===== config.mk =====
export PLATFORM = sky130hd
export DESIGN_NAME = mips_r_type_execute_flat
export DESIGN_NICKNAME = d
export VERILOG_FILES = /design/src/hdl/mre_pkg.sv /design/src/hdl/mre_if.sv /design/src/hdl/mips_r_type_execute.sv /design/src/flat_wrapper.sv
export SDC_FILE = /design/constraint.sdc
export NUM_CORES = 2
export LEC_CHECK = 0
export ABC_CLOCK_PERIOD_IN_PS = 11200
export BUFFER_PORTS_ARGS = -buffer_cell sky130_fd_sc_hd__buf_2
export CAP_MARGIN = 20
export CELL_PAD_IN_SITES_DETAIL_PLACEMENT = 2
export CELL_PAD_IN_SITES_GLOBAL_PLACEMENT = 2
export CORE_ASPECT_RATIO = 2
export CORE_MARGIN = 1
export CORE_UTILIZATION = 38
export CTS_CLUSTER_DIAMETER = 30
export CTS_CLUSTER_SIZE = 20
export DETAILED_ROUTE_END_ITERATION = 10
export PLACE_DENSITY_LB_ADDON = 0.12
export SLEW_MARGIN = 20
export SYNTH_ARGS = -nofsm -noshare
export SYNTH_HDL_FRONTEND = slang
export SYNTH_SLANG_ARGS = --single-unit

===== constraint.sdc =====
create_clock -name clk_i -period 11.2 [get_ports clk_i]
set_input_delay 2.24 -clock clk_i [delete_from_list [all_inputs] [get_ports clk_i]]
set_output_delay 2.24 -clock clk_i [all_outputs]
set_load 0.03 [all_outputs]

===== src/hdl/mre_pkg.sv =====
// ----------------------------------------------------------------------------
// MIPS R-type execute package
// Shared types and constants: action codes, transaction payloads, sequencer
// states and the request word of the shared adder.
// ----------------------------------------------------------------------------
package mre_pkg;

  localparam int unsigned XLen     = 32;
  localparam int unsigned RegAddrW = 5;
  localparam int unsigned NumRegs  = 32;

  localparam logic [RegAddrW-1:0] LinkReg  = 5'd31;
  localparam logic [XLen-1:0]     LinkStep = 32'd4;
  localparam logic [XLen-1:0]     SignMask = 32'h8000_0000;

  typedef enum logic [4:0] {
    ACT_ADD   = 5'd0,
    ACT_ADDU  = 5'd1,
    ACT_SUB   = 5'd2,
    ACT_SUBU  = 5'd3,
    ACT_MULT  = 5'd4,
    ACT_MULTU = 5'd5,
    ACT_DIV   = 5'd6,
    ACT_DIVU  = 5'd7,
    ACT_MFHI  = 5'd8,
    ACT_MFLO  = 5'd9,
    ACT_AND   = 5'd10,
    ACT_OR    = 5'd11,
    ACT_XOR   = 5'd12,
    ACT_NOR   = 5'd13,
    ACT_SLT   = 5'd14,
    ACT_SLTU  = 5'd15,
    ACT_SLL   = 5'd16,
    ACT_SLLV  = 5'd17,
    ACT_SRL   = 5'd18,
    ACT_SRLV  = 5'd19,
    ACT_SRA   = 5'd20,
    ACT_SRAV  = 5'd21,
    ACT_JR    = 5'd22,
    ACT_JALR  = 5'd23,
    ACT_LOAD  = 5'd24
  } action_e;

  typedef struct packed {
    logic [4:0]      action;
    logic [XLen-1:0] instruction_word;
    logic [XLen-1:0] current_pc;
    logic [XLen-1:0] load_value;
  } in_item_t;

  typedef struct packed {
    logic                reg_write;
    logic [RegAddrW-1:0] reg_index;
    logic [XLen-1:0]     reg_value;
    logic [XLen-1:0]     hi_value;
    logic [XLen-1:0]     lo_value;
    logic                jump_taken;
    logic [XLen-1:0]     next_pc;
    logic                divide_by_zero;
  } out_item_t;

  typedef enum logic [3:0] {
    ST_IDLE,
    ST_EXEC,
    ST_ABS_A,
    ST_ABS_B,
    ST_MUL,
    ST_DIV,
    ST_NEG_LO,
    ST_NEG_HI,
    ST_OUT
  } state_e;

  // Request to the shared adder: x + (inv ? ~y : y) + cin, 33-bit operands
  typedef struct packed {
    logic [XLen:0] x;
    logic [XLen:0] y;
    logic          inv;
    logic          cin;
  } add_req_t;

endpackage


===== src/hdl/mre_if.sv =====
// ----------------------------------------------------------------------------
// MIPS R-type execute channels
// Valid/ready channels for the instruction transaction and the result
// transaction.
// ----------------------------------------------------------------------------
interface mre_in_if import mre_pkg::*; ();
  logic     valid;
  logic     ready;
  in_item_t payload;

  modport source (output valid, output payload, input ready);
  modport sink (input valid, input payload, output ready);
endinterface

interface mre_out_if import mre_pkg::*; ();
  logic      valid;
  logic      ready;
  out_item_t payload;

  modport source (output valid, output payload, input ready);
  modport sink (input valid, input payload, output ready);
endinterface


===== src/hdl/mips_r_type_execute.sv =====
// ----------------------------------------------------------------------------
// MIPS R-type execute unit
// Executes one R-type instruction per transaction against a 32-entry
// register file and the HI/LO pair, using one shared adder under a sequencer.
// ----------------------------------------------------------------------------
//
//  Channel | Dir | Payload                                   | Handshake
//  --------+-----+-------------------------------------------+-------------
//  in_i    | in  | action, instruction_word, current_pc,     | valid/ready
//          |     | load_value                                |
//  out_o   | out | reg_write, reg_index, reg_value, hi_value,| valid/ready
//          |     | lo_value, jump_taken, next_pc,            |
//          |     | divide_by_zero                            |
//
//  Sequence: single-pass actions pass EXEC into the output registers;
//  mult, multu, div and divu make 32 passes through the shared 33-bit adder
//  (one product or quotient bit a cycle) with sign correction before and
//  after. Divide by zero goes from ABS_A straight to the output.
//  One instruction is in flight at a time: in_i.ready is high only when idle.
//  A stalled result holds in the output registers until out_o.ready.
//  Reset clears HI, LO and the register file valid bits at once; an entry
//  never written since reset reads as zero.
//
module mips_r_type_execute import mre_pkg::*; (
  input  logic      clk_i,
  input  logic      rst_ni,
  mre_in_if.sink    in_i,
  mre_out_if.source out_o
);

  // --------------------------------------------------------------------------
  // Declarations
  // --------------------------------------------------------------------------
  state_e state_q, state_d;

  logic in_acc, out_acc;

  // decoded fields of the incoming transaction
  action_e             act_in;
  logic [RegAddrW-1:0] rs_in, rt_in;

  // captured instruction
  action_e             act_q;
  logic [RegAddrW-1:0] rd_q;
  logic [RegAddrW-1:0] sh_q;
  logic [XLen-1:0]     pc_q;
  logic [XLen-1:0]     ldv_q;

  // operands, then magnitudes for mult/div
  logic [XLen-1:0] a_q, b_q;

  // architectural HI/LO, also the working pair of the multiply/divide loop
  logic [XLen-1:0] hi_q, lo_q;
  logic [4:0]      count_q;

  logic neg_lo_q, neg_hi_q, carry_q;

  // result registers
  logic                res_wr_q;
  logic [RegAddrW-1:0] res_idx_q;
  logic [XLen-1:0]     res_val_q;
  logic                res_jmp_q;
  logic [XLen-1:0]     res_npc_q;
  logic                res_dz_q;

  // register file
  logic [XLen-1:0]    rf_mem [NumRegs];
  logic [NumRegs-1:0] rf_vld_q;
  logic               rf_we;

  // shared adder
  add_req_t        add_req;
  logic [XLen+1:0] add_sum;
  logic            div_nb;

  // single-pass execute results
  logic                ex_wr, ex_jmp;
  logic [RegAddrW-1:0] ex_idx;
  logic [XLen-1:0]     ex_val, ex_npc;
  logic [4:0]          ex_amt;
  logic                ex_less;

  logic is_signed, is_mul, is_div;

  // --------------------------------------------------------------------------
  // Handshake and decode
  // --------------------------------------------------------------------------
  assign in_acc  = in_i.valid && in_i.ready;
  assign out_acc = out_o.valid && out_o.ready;

  assign act_in = action_e'(in_i.payload.action);
  assign rs_in  = in_i.payload.instruction_word[25:21];
  assign rt_in  = in_i.payload.instruction_word[20:16];

  assign is_signed = (act_q == ACT_MULT) || (act_q == ACT_DIV);
  assign is_mul    = (act_q == ACT_MULT) || (act_q == ACT_MULTU);
  assign is_div    = (act_q == ACT_DIV) || (act_q == ACT_DIVU);

  // --------------------------------------------------------------------------
  // Shared adder: the only arithmetic unit; every add, compare, negate,
  // multiply step and divide step passes through it
  // --------------------------------------------------------------------------
  assign add_sum = {1'b0, add_req.x}
                 + {1'b0, (add_req.inv ? ~add_req.y : add_req.y)}
                 + {{(XLen+1){1'b0}}, add_req.cin};

  // no borrow on the trial subtraction of a divide step
  assign div_nb = add_sum[XLen+1];

  // --------------------------------------------------------------------------
  // Sequencer: next state
  // --------------------------------------------------------------------------
  always_comb begin
    state_d = state_q;
    case (state_q)
      ST_IDLE: begin
        if (in_acc) begin
          if (act_in inside {ACT_MULT, ACT_MULTU, ACT_DIV, ACT_DIVU}) begin
            state_d = ST_ABS_A;
          end else begin
            state_d = ST_EXEC;
          end
        end
      end
      ST_EXEC:  state_d = ST_OUT;
      ST_ABS_A: begin
        // divide by zero: leave HI/LO alone and report straight away
        if (is_div && (b_q == '0)) begin
          state_d = ST_OUT;
        end else begin
          state_d = ST_ABS_B;
        end
      end
      ST_ABS_B: state_d = is_mul ? ST_MUL : ST_DIV;
      ST_MUL,
      ST_DIV: begin
        if (&count_q) begin
          state_d = ST_NEG_LO;
        end
      end
      ST_NEG_LO: state_d = ST_NEG_HI;
      ST_NEG_HI: state_d = ST_OUT;
      ST_OUT: begin
        if (out_acc) begin
          state_d = ST_IDLE;
        end
      end
      default: state_d = ST_IDLE;
    endcase
  end

  // --------------------------------------------------------------------------
  // Sequencer: outputs (handshake and adder routing)
  // --------------------------------------------------------------------------
  always_comb begin
    in_i.ready  = (state_q == ST_IDLE);
    out_o.valid = (state_q == ST_OUT);
    add_req     = '{x: {1'b0, a_q}, y: {1'b0, b_q}, inv: 1'b0, cin: 1'b0};
    case (state_q)
      ST_EXEC: begin
        case (act_q)
          ACT_SUB, ACT_SUBU, ACT_SLTU: begin
            add_req.inv = 1'b1;
            add_req.cin = 1'b1;
          end
          ACT_SLT: begin
            // flip the sign bits so an unsigned compare orders signed values
            add_req.x   = {1'b0, a_q ^ SignMask};
            add_req.y   = {1'b0, b_q ^ SignMask};
            add_req.inv = 1'b1;
            add_req.cin = 1'b1;
          end
          ACT_JALR: begin
            add_req.x = {1'b0, pc_q};
            add_req.y = {1'b0, LinkStep};
          end
          default: ;
        endcase
      end
      ST_ABS_A: begin
        add_req = '{x: '0, y: {1'b0, a_q}, inv: 1'b1, cin: 1'b1};
      end
      ST_ABS_B: begin
        add_req = '{x: '0, y: {1'b0, b_q}, inv: 1'b1, cin: 1'b1};
      end
      ST_MUL: begin
        add_req.x = {1'b0, hi_q};
        add_req.y = lo_q[0] ? {1'b0, a_q} : '0;
      end
      ST_DIV: begin
        add_req = '{x: {hi_q, lo_q[XLen-1]}, y: {1'b0, b_q}, inv: 1'b1, cin: 1'b1};
      end
      ST_NEG_LO: begin
        add_req = '{x: '0, y: {1'b0, lo_q}, inv: 1'b1, cin: 1'b1};
      end
      ST_NEG_HI: begin
        if (is_mul) begin
          // upper half of a 64-bit negate: ~hi plus the carry out of the low half
          add_req = '{x: {1'b0, ~hi_q}, y: '0, inv: 1'b0, cin: carry_q};
        end else begin
          add_req = '{x: '0, y: {1'b0, hi_q}, inv: 1'b1, cin: 1'b1};
        end
      end
      default: ;
    endcase
  end

  // --------------------------------------------------------------------------
  // Single-pass execute
  // --------------------------------------------------------------------------
  assign ex_amt  = (act_q == ACT_SLLV || act_q == ACT_SRLV || act_q == ACT_SRAV) ?
                   a_q[4:0] : sh_q;
  assign ex_less = !add_sum[XLen+1];

  always_comb begin
    ex_wr  = 1'b0;
    ex_jmp = 1'b0;
    ex_idx = rd_q;
    ex_val = '0;
    ex_npc = '0;
    case (act_q)
      ACT_ADD, ACT_ADDU, ACT_SUB, ACT_SUBU: begin
        ex_wr  = 1'b1;
        ex_val = add_sum[XLen-1:0];
      end
      ACT_MFHI: begin ex_wr = 1'b1; ex_val = hi_q; end
      ACT_MFLO: begin ex_wr = 1'b1; ex_val = lo_q; end
      ACT_AND:  begin ex_wr = 1'b1; ex_val = a_q & b_q; end
      ACT_OR:   begin ex_wr = 1'b1; ex_val = a_q | b_q; end
      ACT_XOR:  begin ex_wr = 1'b1; ex_val = a_q ^ b_q; end
      ACT_NOR:  begin ex_wr = 1'b1; ex_val = ~(a_q | b_q); end
      ACT_SLT, ACT_SLTU: begin
        ex_wr  = 1'b1;
        ex_val = {{(XLen-1){1'b0}}, ex_less};
      end
      ACT_SLL, ACT_SLLV: begin ex_wr = 1'b1; ex_val = b_q << ex_amt; end
      ACT_SRL, ACT_SRLV: begin ex_wr = 1'b1; ex_val = b_q >> ex_amt; end
      ACT_SRA, ACT_SRAV: begin
        ex_wr  = 1'b1;
        ex_val = XLen'($signed(b_q) >>> ex_amt);
      end
      ACT_JR: begin
        ex_jmp = 1'b1;
        ex_npc = a_q;
      end
      ACT_JALR: begin
        // target is rs as read before the link write, even when rs is r31
        ex_jmp = 1'b1;
        ex_npc = a_q;
        ex_wr  = 1'b1;
        ex_idx = LinkReg;
        ex_val = add_sum[XLen-1:0];
      end
      ACT_LOAD: begin ex_wr = 1'b1; ex_val = ldv_q; end
      default: ;
    endcase
    // drop writes to r0, and report no index or value when nothing is written
    if (ex_idx == '0) begin
      ex_wr = 1'b0;
    end
    if (!ex_wr) begin
      ex_idx = '0;
      ex_val = '0;
    end
  end

  assign rf_we = (state_q == ST_EXEC) && ex_wr;

  // --------------------------------------------------------------------------
  // Register file: one write port, two registered read ports
  // --------------------------------------------------------------------------
  always_ff @(posedge clk_i) begin
    if (rf_we) begin
      rf_mem[ex_idx] <= ex_val;
    end
  end

  // --------------------------------------------------------------------------
  // Control state, HI/LO and loop counter
  // --------------------------------------------------------------------------
  always_ff @(posedge clk_i or negedge rst_ni) begin
    if (!rst_ni) begin
      state_q  <= ST_IDLE;
      rf_vld_q <= '0;
      hi_q     <= '0;
      lo_q     <= '0;
      count_q  <= '0;
    end else begin
      state_q <= state_d;
      if (rf_we) begin
        rf_vld_q[ex_idx] <= 1'b1;
      end
      count_q <= (state_q == ST_MUL || state_q == ST_DIV) ? count_q + 5'd1 : '0;
      case (state_q)
        ST_ABS_B: begin
          // multiplier or dividend into LO, clear the partial in HI
          hi_q <= '0;
          if (is_mul) begin
            lo_q <= (is_signed && b_q[XLen-1]) ? add_sum[XLen-1:0] : b_q;
          end else begin
            lo_q <= a_q;
          end
        end
        ST_MUL: begin
          hi_q <= add_sum[XLen:1];
          lo_q <= {add_sum[0], lo_q[XLen-1:1]};
        end
        ST_DIV: begin
          hi_q <= div_nb ? add_sum[XLen-1:0] : {hi_q[XLen-2:0], lo_q[XLen-1]};
          lo_q <= {lo_q[XLen-2:0], div_nb};
        end
        ST_NEG_LO: begin
          if (neg_lo_q) begin
            lo_q <= add_sum[XLen-1:0];
          end
        end
        ST_NEG_HI: begin
          if (neg_hi_q) begin
            hi_q <= add_sum[XLen-1:0];
          end
        end
        default: ;
      endcase
    end
  end

  // --------------------------------------------------------------------------
  // Payload registers
  // --------------------------------------------------------------------------
  always_ff @(posedge clk_i) begin
    case (state_q)
      ST_IDLE: begin
        if (in_acc) begin
          act_q     <= act_in;
          rd_q      <= in_i.payload.instruction_word[15:11];
          sh_q      <= in_i.payload.instruction_word[10:6];
          pc_q      <= in_i.payload.current_pc;
          ldv_q     <= in_i.payload.load_value;
          a_q       <= rf_vld_q[rs_in] ? rf_mem[rs_in] : '0;
          b_q       <= rf_vld_q[rt_in] ? rf_mem[rt_in] : '0;
          res_wr_q  <= 1'b0;
          res_idx_q <= '0;
          res_val_q <= '0;
          res_jmp_q <= 1'b0;
          res_npc_q <= '0;
          res_dz_q  <= 1'b0;
        end
      end
      ST_EXEC: begin
        res_wr_q  <= ex_wr;
        res_idx_q <= ex_idx;
        res_val_q <= ex_val;
        res_jmp_q <= ex_jmp;
        res_npc_q <= ex_npc;
      end
      ST_ABS_A: begin
        // sign fixes, decided on the original operands
        if (is_mul) begin
          neg_lo_q <= is_signed && (a_q[XLen-1] ^ b_q[XLen-1]);
          neg_hi_q <= is_signed && (a_q[XLen-1] ^ b_q[XLen-1]);
        end else begin
          neg_lo_q <= is_signed && (a_q[XLen-1] ^ b_q[XLen-1]);
          neg_hi_q <= is_signed && a_q[XLen-1];
        end
        if (is_signed && a_q[XLen-1]) begin
          a_q <= add_sum[XLen-1:0];
        end
        if (is_div && (b_q == '0)) begin
          res_dz_q <= 1'b1;
        end
      end
      ST_ABS_B: begin
        if (is_signed && b_q[XLen-1]) begin
          b_q <= add_sum[XLen-1:0];
        end
      end
      ST_NEG_LO: begin
        // carry into the upper half is set only when LO was zero
        carry_q <= add_sum[XLen+1];
      end
      default: ;
    endcase
  end

  // --------------------------------------------------------------------------
  // Result transaction
  // --------------------------------------------------------------------------
  assign out_o.payload.reg_write      = res_wr_q;
  assign out_o.payload.reg_index      = res_idx_q;
  assign out_o.payload.reg_value      = res_val_q;
  assign out_o.payload.hi_value       = hi_q;
  assign out_o.payload.lo_value       = lo_q;
  assign out_o.payload.jump_taken     = res_jmp_q;
  assign out_o.payload.next_pc        = res_npc_q;
  assign out_o.payload.divide_by_zero = res_dz_q;

  // --------------------------------------------------------------------------
  // Assertions
  // --------------------------------------------------------------------------
  a_one_in_flight : assert property (@(posedge clk_i) disable iff (!rst_ni)
    !(in_i.ready && out_o.valid))
    else $error("input taken while a result is pending");

  a_no_r0_write : assert property (@(posedge clk_i) disable iff (!rst_ni)
    out_o.valid |-> !(out_o.payload.reg_write && (out_o.payload.reg_index == '0)))
    else $error("result reports a write to r0");

  a_link_index : assert property (@(posedge clk_i) disable iff (!rst_ni)
    (out_o.valid && out_o.payload.jump_taken && out_o.payload.reg_write)
      |-> (out_o.payload.reg_index == LinkReg))
    else $error("jump with a write not aimed at the link register");

  a_dz_keeps_hilo : assert property (@(posedge clk_i) disable iff (!rst_ni)
    ($rose(out_o.valid) && out_o.payload.divide_by_zero)
      |-> ($stable(hi_q) && $stable(lo_q) && !out_o.payload.reg_write))
    else $error("divide by zero disturbed HI/LO or wrote a register");

endmodule


===== src/flat_wrapper.sv =====
// flat-port wrapper written by rule: the top's interface ports become plain ports
module mips_r_type_execute_flat import mre_pkg::*;
  (clk_i, rst_ni, in_i_valid, in_i_payload, in_i_ready, out_o_valid, out_o_payload, out_o_ready);
  mre_in_if in_i_i ();
  mre_out_if out_o_i ();
  input  logic clk_i;
  input  logic rst_ni;
  input wire logic [$bits(in_i_i.valid)-1:0] in_i_valid;
  input wire logic [$bits(in_i_i.payload)-1:0] in_i_payload;
  output wire logic [$bits(in_i_i.ready)-1:0] in_i_ready;
  output wire logic [$bits(out_o_i.valid)-1:0] out_o_valid;
  output wire logic [$bits(out_o_i.payload)-1:0] out_o_payload;
  input wire logic [$bits(out_o_i.ready)-1:0] out_o_ready;
  assign in_i_i.valid = in_i_valid;
  assign in_i_i.payload = in_i_payload;
  assign in_i_ready = in_i_i.ready;
  assign out_o_valid = out_o_i.valid;
  assign out_o_payload = out_o_i.payload;
  assign out_o_i.ready = out_o_ready;
  mips_r_type_execute u_core (.clk_i(clk_i), .rst_ni(rst_ni), .in_i(in_i_i), .out_o(out_o_i));
endmodule

==> results.txt <==
The flow ran to the end, and the final reports show no timing, DRC or antenna violations. Dividing the synthesized area by the synthesized cell count gives 14.66 um^2. Once the clock tree was built, the setup fixing pass inserted 0 buffers. The logs give 4,924 for the number of cells produced by synthesis and 0 for the aggregate global routing overflow.

For the maximum VDD drop, the log shows 336.7 uV. From left edge to right edge, the die measures 310.2 um. The HPWL after detailed placement is 249,700 um. TritonCTS built the clock tree.

Compared with the post-synthesis result, the final layout area differs by 17.98%. The synthesized design contains 1,347 register bits. The relative slew slack is 0.1344. The arrival time of the worst setup path is 9360 ps. Summed over all cells, the static leakage comes to 29.28 nW. Summing all placed instances gives a cell area of 77,290 um^2. The final weighted congestion in routability-driven placement was 1.040. Setup repair after global routing left no endpoint under its margin.

The worst setup path is captured at a flip-flop. Classification of the worst setup path: flip-flop to flip-flop. After routing, the total negative slack on setup checks comes to 0 ps. The count of final hold-check violations was 0. The number of gates resized after CTS was 0. For the number of sinks on the clock net, the log shows 1,347. In this run the tool buffered the top-level ports with 230 buffer cells. The completed layout was analyzed and its total power is 28.91 mW. Before CTS, the worst setup slack after placement is 2235 ps. After synthesis, the cell types taking the most area are sky130_fd_sc_hd__edfxtp_1 52%, sky130_fd_sc_hd__mux4_2 21%, sky130_fd_sc_hd__dfrtp_1 3.6%. The starting density of the core is 0.3832, and the fraction of registers with async set/reset is 0.07795.

For this run, the leading register cell type out of synthesis is sky130_fd_sc_hd__edfxtp_1. Wires add up to 369,600 um. Entering global routing, the biggest net connects 103 pins.

In this run the worst path has a maximum fanout of 34. The height of the die is 618.3 um, and the sequential area share after synthesis is 0.5532. For the final worst slack, the log shows 2250 ps.

Worst min-delay path class: flip-flop to flip-flop. Based on the critical path, the design can be clocked at up to 111.7 MHz. The insertion delay of the later-clocked pin in the worst-skew pair is 910 ps, and the global-route usage over all layers is 0.3880. The first-pass iteration count of the detailed router came out at 8.

The worst setup path is launched from a flip-flop. The detail route stage leaves a number of antenna-violating nets equal to 0. The tools report the root buffer cell as sky130_fd_sc_hd__clkbuf_16.

The tool flagged a number of max-cap violations equal to 0. The number of DRC markers after the initial detailed-route iteration was 5,692; the area of the core was 188,300 um^2. The final layout contains 5,468 nets. The number of enable flip-flop cells after synthesis works out to 1,242. Yosys printed 0 warnings. The tools report the final number of max-transition violations as 0. The share of Yosys cell area claimed by the top area cell type came out at 0.5168.

The required arrival time at the worst endpoint came out at 11,610 ps. The worst clock skew is 103.5 ps, and the transition at the pin with the smallest max-transition slack is 1293 ps. Setup violations remaining at the end of the flow were counted as 0. The tools report the number of global-route vias before repair as 57,297. The tools report the number of H-tree levels as 4.

DRC violation count after routing: 0. The final period demand of the worst path was 8950 ps. The global-route wire length before repair came out at 497,800 um. The final cycle utilization of the critical path is 0.7991, and the filler cell count in the final layout is 17,973.

In this run the cell area of the synthesized design comes to 72,170 um^2. Clock tree synthesis inserted a total of 226 buffers. Of all cell types, the one taking the most synthesized area is sky130_fd_sc_hd__edfxtp_1. For this design the ratio of total power to cell area is 339.5 nW/um^2. The run gives 0 as the number of buffers inserted for hold repair after clock tree synthesis. The finished cells cover 85,150 um^2. The die covers 191,800 um^2. Summing over every cut layer, the via total after detailed routing is 54,312.

For the number of antenna violations at the first check in global routing, the log shows 64. The floorplan has 225 rows. Using the TritonRoute via totals, the vias-per-cell ratio works out to 6.797. After clock tree synthesis, the clock-pin slew on the worst setup and hold paths is 50 ps. Counting distinct cell types in the post-synthesis netlist gives 98. The proportion of layout cells with a drive suffix above 1 is 0.3105. The maximum root-to-sink buffer count came out at 4. The number of top-level design ports was 243; the routed length per placed instance was 46.25 um.
## cells in the mapped netlist (all sizes together), types with 73 or more instances
cell,number
o21ai,266
a221oi,73
o22ai,88
ha,98
a21oi,249
buf,144
mux4,665
nand2,378
edfxtp,1242
nor2,230
mux2i,122
nand3,104
inv,81
nor3,125
dfrtp,105
clkbuf,248
## final cells by class
class                      instances  area (um^2)  share of cell area
tap                             2497         3124             0.03669
sequential                      1347        39920              0.4689
inverter                          82        310.3            0.003644
clock inverter                   172         1849             0.02172
antenna                           44        110.1            0.001293
timing repair buffer             472         3107             0.03649
clock buffer                     243         5803             0.06815
multi-input combinational       3134        30920              0.3631
## cells by family (layout without fill, tap and decap cells)
| logic type | after synthesis | after routing | share of synthesized area |
|---|---|---|---|
| mux | 798 | 798 | 0.2262 |
| buf+inv | 474 | 969 | 0.02720 |
| compound gates | 1091 | 1091 | 0.1007 |
| flops | 1347 | 1347 | 0.5532 |
| other cells | 1 | 76 | 0.00005196 |
| fa+ha+maj | 100 | 100 | 0.01755 |
| xor+xnor | 66 | 66 | 0.008010 |
| simple gates | 1047 | 1047 | 0.06718 |
## registers in the layout, summed over array words and instances (netlist names), 32 cells and up
signal / count
u_core.ldv_q: 32
u_core.a_q: 32
u_core.rf_mem: 1024
u_core.hi_q: 32
u_core.lo_q: 32
u_core.res_npc_q: 32
u_core.b_q: 32
u_core.rf_vld_q: 32
u_core.res_val_q: 32
u_core.pc_q: 32
## metrics by stage
stage | instances | hold slack [ps] | util
finish | 7991 | 389.0 | 0.4521
global route | 7955 | 406.2 | 0.4516
CTS | 7944 | 394.3 | 0.4510
detailed placement | 7529 | 384.0 | 0.4104
global placement | 7529 | 378.9 | 0.4103
floorplan | 4955 | 432.9 | -
## path summary, 6_finish.rpt
path	end	cells after the start	slack (ps)	start
min in group asynchronous	u_core.rf_vld_q[3]$_DFFE_PN0P_	1	1330	rst_ni
worst min register to register	u_core.rf_vld_q[0]$_DFFE_PN0P_	0	390	u_core.rf_vld_q[0]$_DFFE_PN0P_
max in group asynchronous	u_core.state_q[0]$_DFFE_PN0P_	3	8040	rst_ni
worst min-delay path	u_core.rf_vld_q[0]$_DFFE_PN0P_	0	390	u_core.rf_vld_q[0]$_DFFE_PN0P_
worst max register to register	u_core.rf_mem[17][28]$_DFFE_PP_	20	2250	u_core.state_q[0]$_DFFE_PN0P_
worst max-delay path	u_core.rf_mem[17][28]$_DFFE_PP_	20	2250	u_core.state_q[0]$_DFFE_PN0P_
## layout by cell type (no fill, tap or decap), types with 18 or more instances in the layout
master	count
sky130_fd_sc_hd__a211oi_1	31
sky130_fd_sc_hd__and2_1	50
sky130_fd_sc_hd__buf_2	219
sky130_fd_sc_hd__clkinv_2	25
sky130_fd_sc_hd__nor2_4	36
sky130_fd_sc_hd__clkbuf_16	229
sky130_fd_sc_hd__a31oi_1	31
sky130_fd_sc_hd__clkinvlp_4	34
sky130_fd_sc_hd__a221oi_1	71
sky130_fd_sc_hd__clkinv_4	22
sky130_fd_sc_hd__ha_1	98
sky130_fd_sc_hd__o21ai_0	240
sky130_fd_sc_hd__a222oi_1	58
sky130_fd_sc_hd__nand2b_1	20
sky130_fd_sc_hd__a21oi_1	241
sky130_fd_sc_hd__bufinv_16	21
sky130_fd_sc_hd__buf_4	240
sky130_fd_sc_hd__diode_2	44
sky130_fd_sc_hd__inv_6	29
sky130_fd_sc_hd__edfxtp_1	1242
sky130_fd_sc_hd__xnor2_1	49
sky130_fd_sc_hd__mux2i_1	120
sky130_fd_sc_hd__o22ai_1	88
sky130_fd_sc_hd__conb_1	32
sky130_fd_sc_hd__o21ai_1	18
sky130_fd_sc_hd__nor3_1	115
sky130_fd_sc_hd__a21o_1	21
sky130_fd_sc_hd__nand2_1	373
sky130_fd_sc_hd__mux4_2	665
sky130_fd_sc_hd__nand4_1	23
sky130_fd_sc_hd__dfrtp_1	104
sky130_fd_sc_hd__nand3_1	100
sky130_fd_sc_hd__or2_2	33
sky130_fd_sc_hd__o211ai_1	63
sky130_fd_sc_hd__inv_1	80
sky130_fd_sc_hd__a22oi_1	48
sky130_fd_sc_hd__nor2_1	187
## worst max-delay path: stages (launching register included)
cell                       delay, ps
sky130_fd_sc_hd__dfrtp_2         570
sky130_fd_sc_hd__buf_4           530
sky130_fd_sc_hd__nand2b_1        270
sky130_fd_sc_hd__nor3_1          560
sky130_fd_sc_hd__nand2_1         130
sky130_fd_sc_hd__buf_4           300
sky130_fd_sc_hd__nor3_2          620
sky130_fd_sc_hd__nor2_4           20
sky130_fd_sc_hd__buf_4           350
sky130_fd_sc_hd__xnor2_1         240
sky130_fd_sc_hd__fa_1            470
sky130_fd_sc_hd__fa_1            520
sky130_fd_sc_hd__a211oi_1        450
sky130_fd_sc_hd__o211ai_1        330
sky130_fd_sc_hd__a41oi_2         530
sky130_fd_sc_hd__o211ai_1        190
sky130_fd_sc_hd__a211oi_1        400
sky130_fd_sc_hd__xnor2_2         380
sky130_fd_sc_hd__nor2_1          120
sky130_fd_sc_hd__nor4_1         1020
sky130_fd_sc_hd__o21ai_4         420
## routing by layer
metal  vias to the layer above  part of all wire  track usage
met5                         -           0.00070            0
met4                        34              0.11       0.3783
met3                      1370             0.070      0.09578
met2                      3071              0.50       0.6389
met1                     28827              0.32       0.3954
li1                      21010                 -            -
## where the power goes
group | total, mW | leakage, nW | switching, mW | internal, mW
logic | 13.9 | 12.7 | 10.7 | 3.28
clock network | 7.07 | 3.66 | 2.77 | 4.30
registers | 7.91 | 12.9 | 0.854 | 7.05
total | 28.9 | 29.3 | 14.3 | 14.6
Note: power is estimated with default switching activity, not from simulation.
